**src/hdl/vpa_pkg.sv**
```systemverilog
// ----------------------------------------------------------------------------
// vpa_pkg
// Shared types and constants for the variable partition allocator.
// ----------------------------------------------------------------------------
package vpa_pkg;

  localparam int OWNED_ENTRIES = 16;
  localparam int FREE_ENTRIES  = 17;
  localparam int ADDR_BITS     = 16;
  localparam int OWN_IDX_BITS  = $clog2(OWNED_ENTRIES);
  localparam int FREE_IDX_BITS = $clog2(FREE_ENTRIES);
  localparam int OWN_CNT_BITS  = $clog2(OWNED_ENTRIES + 1);
  localparam int FREE_CNT_BITS = $clog2(FREE_ENTRIES + 1);

  localparam logic [15:0] RESET_TOTAL = 16'd1024;

  localparam logic [2:0] ST_OK       = 3'd0;
  localparam logic [2:0] ST_BAD_SIZE = 3'd1;
  localparam logic [2:0] ST_NO_FIT   = 3'd2;
  localparam logic [2:0] ST_UNKNOWN  = 3'd3;
  localparam logic [2:0] ST_FULL     = 3'd4;

  localparam logic [1:0] FIT_BEST  = 2'd0;
  localparam logic [1:0] FIT_WORST = 2'd1;
  localparam logic [1:0] FIT_FIRST = 2'd2;

  localparam logic OP_CREATE = 1'b0;
  localparam logic OP_KILL   = 1'b1;

  localparam logic CFG_FIT_POLICY = 1'b0;
  localparam logic CFG_TOTAL_SIZE = 1'b1;

  typedef struct packed {
    logic        opcode;
    logic [15:0] request_size;
    logic [15:0] target_owner;
  } vpa_in_t;

  typedef struct packed {
    logic [2:0]  status;
    logic [15:0] owner_id;
    logic [15:0] base_address;
  } vpa_out_t;

endpackage

```
**src/hdl/variable_partition_allocator.sv**
```systemverilog
// ----------------------------------------------------------------------------
// variable_partition_allocator
// Contiguous-region allocator with free and owned extent tables.
// ----------------------------------------------------------------------------
//  channel | direction | handshake          | payload
//  in_     | input     | in_valid/in_stall  | vpa_in_t  (opcode, size, owner)
//  out_    | output    | out_valid/out_stall| vpa_out_t (status, id, base)
//  cfg_    | input     | cfg_valid/cfg_ready| cfg_index, cfg_data
//
// A create scans the owned table (one entry per cycle), then the free
// table entry by entry plus a commit step, through one shared compare unit;
// a full owned table skips the free scan, and a bad size skips both scans.
// A kill scans the owned table, then the free table for neighbors, then for
// an empty entry when no merge applies; an unknown owner ends after the
// owned scan. The next item is taken the cycle after the result leaves.
// Synchronous active-low reset restores the tables (valid bits).
// The result waits in an output register; a new item is taken once it leaves.
// Configuration writes are taken only while idle; a pending write holds off
// the input.
module variable_partition_allocator (
  input  logic                   clk,
  input  logic                   rst_n,
  input  logic                   in_valid,
  output logic                   in_stall,
  input  vpa_pkg::vpa_in_t       in_data,
  output logic                   out_valid,
  input  logic                   out_stall,
  output vpa_pkg::vpa_out_t      out_data,
  input  logic                   cfg_valid,
  output logic                   cfg_ready,
  input  logic                   cfg_index,
  input  logic [15:0]            cfg_data
);

  localparam int AB = vpa_pkg::ADDR_BITS;
  localparam int OI = vpa_pkg::OWN_IDX_BITS;
  localparam int FI = vpa_pkg::FREE_IDX_BITS;
  localparam int OC = vpa_pkg::OWN_CNT_BITS;
  localparam int FC = vpa_pkg::FREE_CNT_BITS;

  typedef enum logic [2:0] {
    S_IDLE, S_OWN_SCAN, S_FIT_SCAN, S_NBR_SCAN, S_EMPTY_SCAN, S_DONE
  } state_t;

  state_t state_r;

  logic [1:0]    fit_r;
  logic [15:0]   total_r;
  logic [15:0]   last_r;
  vpa_pkg::vpa_in_t req_r;
  vpa_pkg::vpa_out_t res_r;
  logic          out_valid_r;

  logic [AB-1:0] fb_r  [vpa_pkg::FREE_ENTRIES];
  logic [AB-1:0] fl_r  [vpa_pkg::FREE_ENTRIES];
  logic [vpa_pkg::FREE_ENTRIES-1:0] fv_r;
  logic [15:0]   oid_r [vpa_pkg::OWNED_ENTRIES];
  logic [AB-1:0] ob_r  [vpa_pkg::OWNED_ENTRIES];
  logic [AB-1:0] ol_r  [vpa_pkg::OWNED_ENTRIES];
  logic [vpa_pkg::OWNED_ENTRIES-1:0] ov_r;

  logic [FC-1:0] fcnt_r;
  logic [OC-1:0] ocnt_r;
  logic          slot_ok_r, pick_ok_r, below_ok_r, above_ok_r;
  logic [OI-1:0] slot_r;
  logic [FI-1:0] pick_r, below_r, above_r;
  logic [AB-1:0] kb_r, kl_r;

  logic [FI-1:0] fi;
  logic [OI-1:0] oi;
  logic [AB-1:0] cur_b, cur_l, pk_b, pk_l, kend;
  logic          better;

  assign fi    = fcnt_r[FI-1:0];
  assign oi    = ocnt_r[OI-1:0];
  assign cur_b = fb_r[fi];
  assign cur_l = fl_r[fi];
  assign pk_b  = fb_r[pick_r];
  assign pk_l  = fl_r[pick_r];
  assign kend  = kb_r + kl_r;

  // Shared compare unit: is the current free entry a better pick?
  always_comb begin
    unique case (fit_r)
      vpa_pkg::FIT_WORST: better = (cur_l > pk_l) || (cur_l == pk_l && cur_b < pk_b);
      vpa_pkg::FIT_FIRST: better = cur_b < pk_b;
      default:            better = (cur_l < pk_l) || (cur_l == pk_l && cur_b < pk_b);
    endcase
  end

  // Hold the input off while busy, while a result waits or while a write is offered.
  assign in_stall  = (state_r != S_IDLE) || out_valid_r || cfg_valid;
  assign cfg_ready = (state_r == S_IDLE) && !out_valid_r;
  assign out_valid = out_valid_r;
  assign out_data  = res_r;

  always_ff @(posedge clk) begin
    if (!rst_n) begin
      state_r     <= S_IDLE;
      fit_r       <= vpa_pkg::FIT_BEST;
      total_r     <= vpa_pkg::RESET_TOTAL;
      last_r      <= '0;
      out_valid_r <= 1'b0;
      fv_r        <= {{(vpa_pkg::FREE_ENTRIES-1){1'b0}}, 1'b1};
      fb_r[0]     <= '0;
      fl_r[0]     <= AB'(vpa_pkg::RESET_TOTAL);
      ov_r        <= '0;
    end else begin
      if (out_valid_r && !out_stall) out_valid_r <= 1'b0;
      unique case (state_r)
        S_IDLE: begin
          if (cfg_valid && cfg_ready) begin
            if (cfg_index == vpa_pkg::CFG_FIT_POLICY) begin
              fit_r <= cfg_data[1:0];
            end else begin
              // Reinitialize both tables around the new size.
              total_r <= cfg_data;
              fb_r[0] <= '0;
              fl_r[0] <= AB'(cfg_data);
              fv_r    <= {{(vpa_pkg::FREE_ENTRIES-1){1'b0}}, (cfg_data != 16'd0)};
              ov_r    <= '0;
            end
          end else if (in_valid && !in_stall) begin
            req_r      <= in_data;
            ocnt_r     <= '0;
            slot_ok_r  <= 1'b0;
            if (in_data.opcode == vpa_pkg::OP_CREATE) begin
              if (in_data.request_size == 16'd0 || in_data.request_size > total_r) begin
                res_r   <= '{vpa_pkg::ST_BAD_SIZE, 16'd0, 16'd0};
                state_r <= S_DONE;
              end else begin
                last_r  <= last_r + 16'd1;
                res_r   <= '{vpa_pkg::ST_FULL, last_r + 16'd1, 16'd0};
                state_r <= S_OWN_SCAN;
              end
            end else begin
              res_r   <= '{vpa_pkg::ST_UNKNOWN, in_data.target_owner, 16'd0};
              state_r <= S_OWN_SCAN;
            end
          end
        end
        S_OWN_SCAN: begin
          // Find the lowest free slot (create) or matching owner (kill).
          if (!slot_ok_r &&
              ((req_r.opcode == vpa_pkg::OP_CREATE && !ov_r[oi]) ||
               (req_r.opcode == vpa_pkg::OP_KILL && ov_r[oi] &&
                oid_r[oi] == req_r.target_owner))) begin
            slot_ok_r <= 1'b1;
            slot_r    <= oi;
          end
          if (ocnt_r == OC'(vpa_pkg::OWNED_ENTRIES - 1)) begin
            fcnt_r     <= '0;
            pick_ok_r  <= 1'b0;
            below_ok_r <= 1'b0;
            above_ok_r <= 1'b0;
            if (req_r.opcode == vpa_pkg::OP_CREATE) begin
              state_r <= (slot_ok_r || !ov_r[oi]) ? S_FIT_SCAN : S_DONE;
            end else if (slot_ok_r) begin
              kb_r <= ob_r[slot_r];
              kl_r <= ol_r[slot_r];
              ov_r[slot_r] <= 1'b0;
              state_r <= S_NBR_SCAN;
            end else if (ov_r[oi] && oid_r[oi] == req_r.target_owner) begin
              kb_r <= ob_r[oi];
              kl_r <= ol_r[oi];
              ov_r[oi] <= 1'b0;
              state_r <= S_NBR_SCAN;
            end else begin
              state_r <= S_DONE;
            end
          end else begin
            ocnt_r <= ocnt_r + OC'(1);
          end
        end
        S_FIT_SCAN: begin
          if (fcnt_r != FC'(vpa_pkg::FREE_ENTRIES) &&
              fv_r[fi] && cur_l >= AB'(req_r.request_size) &&
              (!pick_ok_r || better)) begin
            pick_ok_r <= 1'b1;
            pick_r    <= fi;
          end
          if (fcnt_r == FC'(vpa_pkg::FREE_ENTRIES)) begin
            // Commit: carve the low end of the chosen extent.
            if (!pick_ok_r) begin
              res_r.status <= vpa_pkg::ST_NO_FIT;
            end else begin
              oid_r[slot_r] <= res_r.owner_id;
              ob_r[slot_r]  <= pk_b;
              ol_r[slot_r]  <= AB'(req_r.request_size);
              ov_r[slot_r]  <= 1'b1;
              if (pk_l == AB'(req_r.request_size)) begin
                fv_r[pick_r] <= 1'b0;
              end else begin
                fb_r[pick_r] <= pk_b + AB'(req_r.request_size);
                fl_r[pick_r] <= pk_l - AB'(req_r.request_size);
              end
              res_r.status       <= vpa_pkg::ST_OK;
              res_r.base_address <= 16'(pk_b);
            end
            state_r <= S_DONE;
          end else begin
            fcnt_r <= fcnt_r + FC'(1);
          end
        end
        S_NBR_SCAN: begin
          if (fcnt_r == FC'(vpa_pkg::FREE_ENTRIES)) begin
            res_r.status       <= vpa_pkg::ST_OK;
            res_r.base_address <= 16'(kb_r);
            if (below_ok_r && above_ok_r) begin
              fl_r[below_r] <= fl_r[below_r] + kl_r + fl_r[above_r];
              fv_r[above_r] <= 1'b0;
              state_r <= S_DONE;
            end else if (below_ok_r) begin
              fl_r[below_r] <= fl_r[below_r] + kl_r;
              state_r <= S_DONE;
            end else if (above_ok_r) begin
              fb_r[above_r] <= kb_r;
              fl_r[above_r] <= fl_r[above_r] + kl_r;
              state_r <= S_DONE;
            end else begin
              fcnt_r  <= '0;
              state_r <= S_EMPTY_SCAN;
            end
          end else begin
            if (fv_r[fi]) begin
              if (!below_ok_r && cur_b + cur_l == kb_r) begin
                below_ok_r <= 1'b1;
                below_r    <= fi;
              end else if (!above_ok_r && cur_b == kend) begin
                above_ok_r <= 1'b1;
                above_r    <= fi;
              end
            end
            fcnt_r <= fcnt_r + FC'(1);
          end
        end
        S_EMPTY_SCAN: begin
          // Place the extent in the lowest empty entry; drop it if none.
          if (fcnt_r == FC'(vpa_pkg::FREE_ENTRIES)) begin
            state_r <= S_DONE;
          end else if (!fv_r[fi]) begin
            fv_r[fi] <= 1'b1;
            fb_r[fi] <= kb_r;
            fl_r[fi] <= kl_r;
            state_r  <= S_DONE;
          end else begin
            fcnt_r <= fcnt_r + FC'(1);
          end
        end
        S_DONE: begin
          out_valid_r <= 1'b1;
          state_r     <= S_IDLE;
        end
        default: state_r <= S_IDLE;
      endcase
    end
  end

`ifndef SYNTHESIS
  a_no_in_busy: assert property (@(posedge clk) disable iff (!rst_n)
    (in_valid && !in_stall) |=> (state_r != S_IDLE))
    else $error("item accepted but sequencer stayed idle");
  a_out_hold: assert property (@(posedge clk) disable iff (!rst_n)
    (out_valid && out_stall) |=> out_valid)
    else $error("stalled result dropped");
  a_ok_status: assert property (@(posedge clk) disable iff (!rst_n)
    out_valid |-> (out_data.status <= vpa_pkg::ST_FULL))
    else $error("bad status code");
`endif

endmodule
```
**config.mk**
```make
export PLATFORM = sky130hd
export DESIGN_NAME = variable_partition_allocator
export DESIGN_NICKNAME = d
export VERILOG_FILES = /design/src/hdl/vpa_pkg.sv /design/src/hdl/variable_partition_allocator.sv
export SDC_FILE = /design/constraint.sdc
export NUM_CORES = 2
export LEC_CHECK = 0
export ABC_CLOCK_PERIOD_IN_PS = 13500
export BUFFER_PORTS_ARGS = -buffer_cell sky130_fd_sc_hd__buf_2
export CELL_PAD_IN_SITES_DETAIL_PLACEMENT = 1
export CELL_PAD_IN_SITES_GLOBAL_PLACEMENT = 2
export CORE_UTILIZATION = 53
export DETAILED_ROUTE_END_ITERATION = 7
export GPL_ROUTABILITY_DRIVEN = 0
export PLACE_DENSITY_LB_ADDON = 0.1
export SYNTH_ARGS = -nofsm -noshare
export SYNTH_HDL_FRONTEND = slang
export SYNTH_SLANG_ARGS = --single-unit
```
**constraint.sdc**
```tcl
create_clock -name clk -period 13.5 [get_ports clk]
set_input_delay 0 -clock clk [delete_from_list [all_inputs] [get_ports clk]]
set_output_delay 0 -clock clk [all_outputs]
set_load 0.02 [all_outputs]
```
== Yosys cells after proc, flatten, opt, wreduce, memory -nomap -nowiden ==
Memory sizes are Yosys's and may differ from the RTL's. A register that Yosys moved wholly into a read port is not among the register bits.
Index checks and enable logic that the tools add are counted.
Widths: inputs -> output; s select.

* Bits in registers: 204
* Bits in latches: 0
* Memory bits (writable): 1312
* ROM bits: 0
* Input port bits: 55
* Word-level logic and storage cells: 368
* Memories kept: 5

{| class="wikitable"
|+ Memories
! name !! words !! width !! read ports !! clocked after memory_dff !! wr ports !! line !! text
|-
| fb_r || 17 || 16 || 2 || 2 || 1 || variable_partition_allocator.sv:54 || <nowiki>logic [AB-1:0] fb_r [vpa_pkg::FREE_ENTRIES];</nowiki>
|-
| fl_r || 17 || 16 || 4 || 4 || 1 || variable_partition_allocator.sv:55 || <nowiki>logic [AB-1:0] fl_r [vpa_pkg::FREE_ENTRIES];</nowiki>
|-
| ob_r || 16 || 16 || 2 || 2 || 1 || variable_partition_allocator.sv:58 || <nowiki>logic [AB-1:0] ob_r [vpa_pkg::OWNED_ENTRIES];</nowiki>
|-
| oid_r || 16 || 16 || 1 || 1 || 1 || variable_partition_allocator.sv:57 || <nowiki>logic [15:0] oid_r [vpa_pkg::OWNED_ENTRIES];</nowiki>
|-
| ol_r || 16 || 16 || 2 || 2 || 1 || variable_partition_allocator.sv:59 || <nowiki>logic [AB-1:0] ol_r [vpa_pkg::OWNED_ENTRIES];</nowiki>
|}

* Add/subtract/negate cells: 10
* Multipliers: 0
* Divide/modulo/power cells: 0
* Magnitude comparators: 15
* Eq/ne operators: 43
* Shift-type cells: 0
* Mux-type cells: 173
* Bitwise operators: 20
* Reductions and logical operators: 77

{| class="wikitable"
|+ Operators by type and width
! kind !! number
|-
| $mux 16 || 25
|-
| $mux 17 || 9
|-
| $mux 35 || 4
|-
| $mux 5 || 24
|-
| $reduce_or 16->1 || 7
|-
| $add 16x16->16 || 6
|-
| $pmux 16 s3 || 2
|-
| $eq 16x16->1 || 5
|-
| $mux 1 || 71
|-
| $pmux 17 s4 || 1
|-
| $mux 3 || 15
|-
| $ne 2x2->1 const B || 21
|-
| $and 17x17->17 || 2
|-
| $not 17->17 || 2
|-
| $and 16x16->16 || 2
|-
| $gt 16x16->1 || 2
|-
| $lt 16x16->1 || 2
|-
| $not 16->16 || 2
|-
| $reduce_and 5->1 || 5
|-
| $reduce_and 6->1 || 4
|-
| $logic_and 1x1->1 || 21
|-
| $mux 4 || 5
|-
| $pmux 5 s4 || 1
|-
| $lt 5x6->1 const B || 3
|-
| 44 further kinds || 97
|}

== Logic depth before layout (Yosys ltp) ==
* Depth after elaboration: 12
* Mapped depth: 22
* Gate-level depth less buffers: 19

== Worst setup path before layout ==
Ideal clock, no wire load.

* Kind: register to register
* Start point: register (tool-made name)
* End point: memory fl_r[0][12] (netlist bit) (data pin)
* Arrival time: 6.894 ns
* Required time: 13.162 ns
* Slack: 6.268 ns
* Stages on the path, launching flop included: 21
* Path through: dfxtp_1 > clkbuf_1 > buf_1 > buf_2 > clkbuf_1 > buf_1 > mux4_2 > mux4_2 > mux2_2 > ha_1 > fa_1 > a21o_1 > a211oi_1 > o21ai_0 > o211ai_1 > mux2i_1 > a2111oi_0 > o21bai_1 > xnor2_1 > mux2i_1 > o21ai_0

{| class="wikitable"
|+ RTL lines
! what !! line
|-
| to (decl) || variable_partition_allocator.sv:55
|}

==> metrics.yaml <==
final_layout:
  layout.nets: 5190
  n_fill_cell: 13200
  stdcell_count: 7111
  area_delta_synth_final_pct: 12.3
  drive_gt1_frac: 0.300
drt:
  wl_per_cell_um: 36.3
  drt-pass1-iter-count: 5
  first_iter_violations: 5923
  wl_mm: 258
  vias: 50100
  final_antenna_net_count: 0
  post-route-drc-count: 0
  viasPerCell: 7.05
clock_tree:
  root_buffer: "clkbuf_16"
  cts_buffer_depth: 3
  cts_htree_levels: 4
  cts_tree: "done"
  clkSinkCount: 1544
  clk_pin_slew_worst_paths_ns: 0.06
  cts_buffers: 167
  clkLatencyLatePin_ns: 0.85
critical_path:
  rr_worst_depth: 14
  crit_fanout: 92
  critPathCaptureType: "flip-flop"
  required_ns: 13.91
  reg2reg_slack_ns: 5.69
  worstPathArrival_ns: 8.23
  r2r-end: "fb_r[1][14]$_DFFE_PP_"
  critPathLaunchType: "flip-flop"
  critical_path_class: "flip-flop to flip-flop"
place:
  placedCellCount: 6705
  dp_hpwl_mm: 162
  io_buffers: 92
yosys:
  ys_warn_count: 0
  synthArstFlopShare: 0
  ys_top_cells_by_count: "1445 x edfxtp_1, 867 x mux4_2, 311 x nand2_1"
  avgSynthCellArea_um2: 16.8
  ys_seq_area_frac: 0.568
  yosys_register_bits: 1544
  syn-instance-count: 4757
  synth.most_common_cell: "edfxtp_1"
  syn_nets: 4996
  synthTopCellsByArea: "edfxtp_1 54%, mux4_2 24%, ha_1 2.8%"
  netlist_area_um2: 79900
  synth.top_cell.area_share: 0.543
  ys_types: 74
  synth_ff_type: "edfxtp_1"
  yosysTopAreaCell: "edfxtp_1"
  synth-edff-count: 1445
floorplan:
  die_h_um: 390
  num_rows: 142
  io_pins: 93
  die-area_um2: 152000
  fp.coreArea_um2: 150000
  initial_utilization: 0.534
  die_x_um: 390
power_and_ir_drop:
  power_density_nw_per_um2: 135
  leakagePower_nw: 29.7
  ir_worst_vdd_v: 0.000148
sta:
  clock_skew_ns: 0.0598
  tightestPinTransition_ns: 1.35
  grt_setup_unrepaired: "false"
  setup_viol: 0
  finalCritPeriodShare: 0.579
  slew_violations: 0
  max_freq_mhz: 128
  fin_setup_tns_ns: 0
  layout_min_cycle_time_ns: 7.81
  hold_violations: 0
  relSlewSlack: 0.0778
grt:
  antenna_found_initial: 10
  grt_pass1_wl_mm: 370
  grtUsageTotal: 0.342
  grt_pass1_vias: 51000
  grt-ovfl-total: 0
  grt_max_degree: 98
worst_hold_path:
  whs_path_depth: 4
  hold_class: "primary input to flip-flop"
  holdPathEnd: "out_data[16]$_DFFE_PP_"
  hp-start: "in_data[0]"
run_status:
  status: "finished, final reports clean"
run:
  drv_cap: 0
layout by cell type, fill, tap and decap left out, types with 24 or more instances in the layout:
cell           Yosys  layout
inv_1            119     119
ha_1             177     177
clkbuf_1         213      30
nor3_1            58      44
clkinv_2           0      27
o21a_1            26      26
clkbuf_16          0     167
nor2_1           151     121
nor4_1            35      34
nand3_1           67      67
nand2_1          311     311
o31ai_1           25      25
edfxtp_1        1445    1445
xor2_1            49      49
a21o_1            52      52
dlygate4sd3_1      0      93
clkinv_1           2      34
buf_2             11      92
a21oi_1          142     140
nor2b_1           48      41
o21ai_0           98      84
mux2_2            72      72
buf_4              5     137
mux4_2           867     867
a211oi_1          40      39
nand2b_1          37      37
xnor2_1          110     110
dfxtp_1           99      76
a22oi_1           24      24
mux2i_1          104     104
logic make-up after synthesis:
| group | Yosys count | share of synthesized area |
|---|---|---|
| muxes | 1043 | 0.267 |
| DFF | 1544 | 0.568 |
| adders and majority gates | 184 | 0.0295 |
| AOI/OAI and AO/OA | 566 | 0.0469 |
| buffers and inverters | 423 | 0.0203 |
| and+or+nand+nor | 835 | 0.0499 |
| xor gates and xnor gates | 162 | 0.0183 |
worst max-delay path: stages, from the launching register on:
cell     delay [ns]
dfxtp_4        0.89
buf_12         0.57
mux4_2         0.60
mux4_2         0.48
mux2i_1        0.34
inv_1          0.08
ha_1           0.42
and4_1         0.26
nand4_1        0.11
nor4_1         0.48
a21oi_2        0.41
a21oi_1        0.90
nand2_1        0.30
or2_2          0.48
nor2_2         0.96
per-layer routing:
metal / share of wire / wire length, um / vias up / GRT usage
met1: 0.41 / 105000 / 26600 / 0.503
met5: 0.00017 / 44 / - / 0
met3: 0.097 / 25100 / 467 / 0.0627
met2: 0.46 / 120000 / 2898 / 0.523
li1: - / - / 20100 / -
met4: 0.032 / 8240 / 6 / 0.107
report_power, final:
part | leakage, nW | total, mW | internal (mW) | switching (mW)
clock network | 2.70 | 4.71 | 2.67 | 2.03
logic | 12.9 | 1.92 | 0.873 | 1.05
registers | 14.0 | 5.46 | 5.31 | 0.148
total | 29.7 | 12.1 | 8.85 | 3.23
cell type report:
class	instances	area, um2	area share
sequential	1544	45400	0.506
multi-input combinational	2790	33200	0.370
clock buffer	204	4390	0.0489
tap	2016	2520	0.0281
timing repair buffer	326	2500	0.0279
clock inverter	108	1240	0.0138
inverter	122	458	0.00510
antenna	1	2.50	0.0000279
through the flow:
stage	hold WS, ns	setup slack (ns)	power (mW)	instance area, um2	utilization
after floorplan	0.0989	6.27	6.82	79900	-
after global placement	0.200	5.74	7.40	83200	0.555
after detailed placement	0.205	5.61	7.42	83200	0.555
after CTS	0.00285	5.56	12.1	89700	0.599
after global routing	0.0439	5.42	12.4	89800	0.599
final	0.0404	5.69	12.1	89800	0.599
registers in the layout, summed over array words and instances (netlist names), 16 cells and up, named ones only:
| name | count |
|---|---|
| total_r | 16 |
| last_r | 16 |
| ol_r | 256 |
| req_r | 33 |
| kb_r | 16 |
| fl_r | 272 |
| fb_r | 272 |
| kl_r | 16 |
| out_data | 35 |
| ov_r | 16 |
| fv_r | 17 |
| ob_r | 256 |
| oid_r | 256 |
worst max path at each step:
stage          startpoint               endpoint  slack, ns  cells after the start
5_1_grt         flip-flop  fb_r[1][14]$_DFFE_PP_       5.42                     14
3_5_place_dp    flip-flop   fb_r[3][4]$_DFFE_PP_       5.61                     14
6_report        flip-flop  fb_r[1][14]$_DFFE_PP_       5.69                     14
3_3_place_gp    flip-flop   fb_r[2][4]$_DFFE_PP_       5.74                     14
2_1_floorplan   flip-flop  fl_r[0][12]$_DFFE_PP_       6.27                     20
4_1_cts         flip-flop  fb_r[1][14]$_DFFE_PP_       5.56                     14
what timing repair did:
action,CTS,global route
hold buffers,93,0
setup buffers,0,0
gates resized for setup,0,0
endpoints found under the hold margin,103,0
Note: power is estimated with default switching activity, not from simulation.
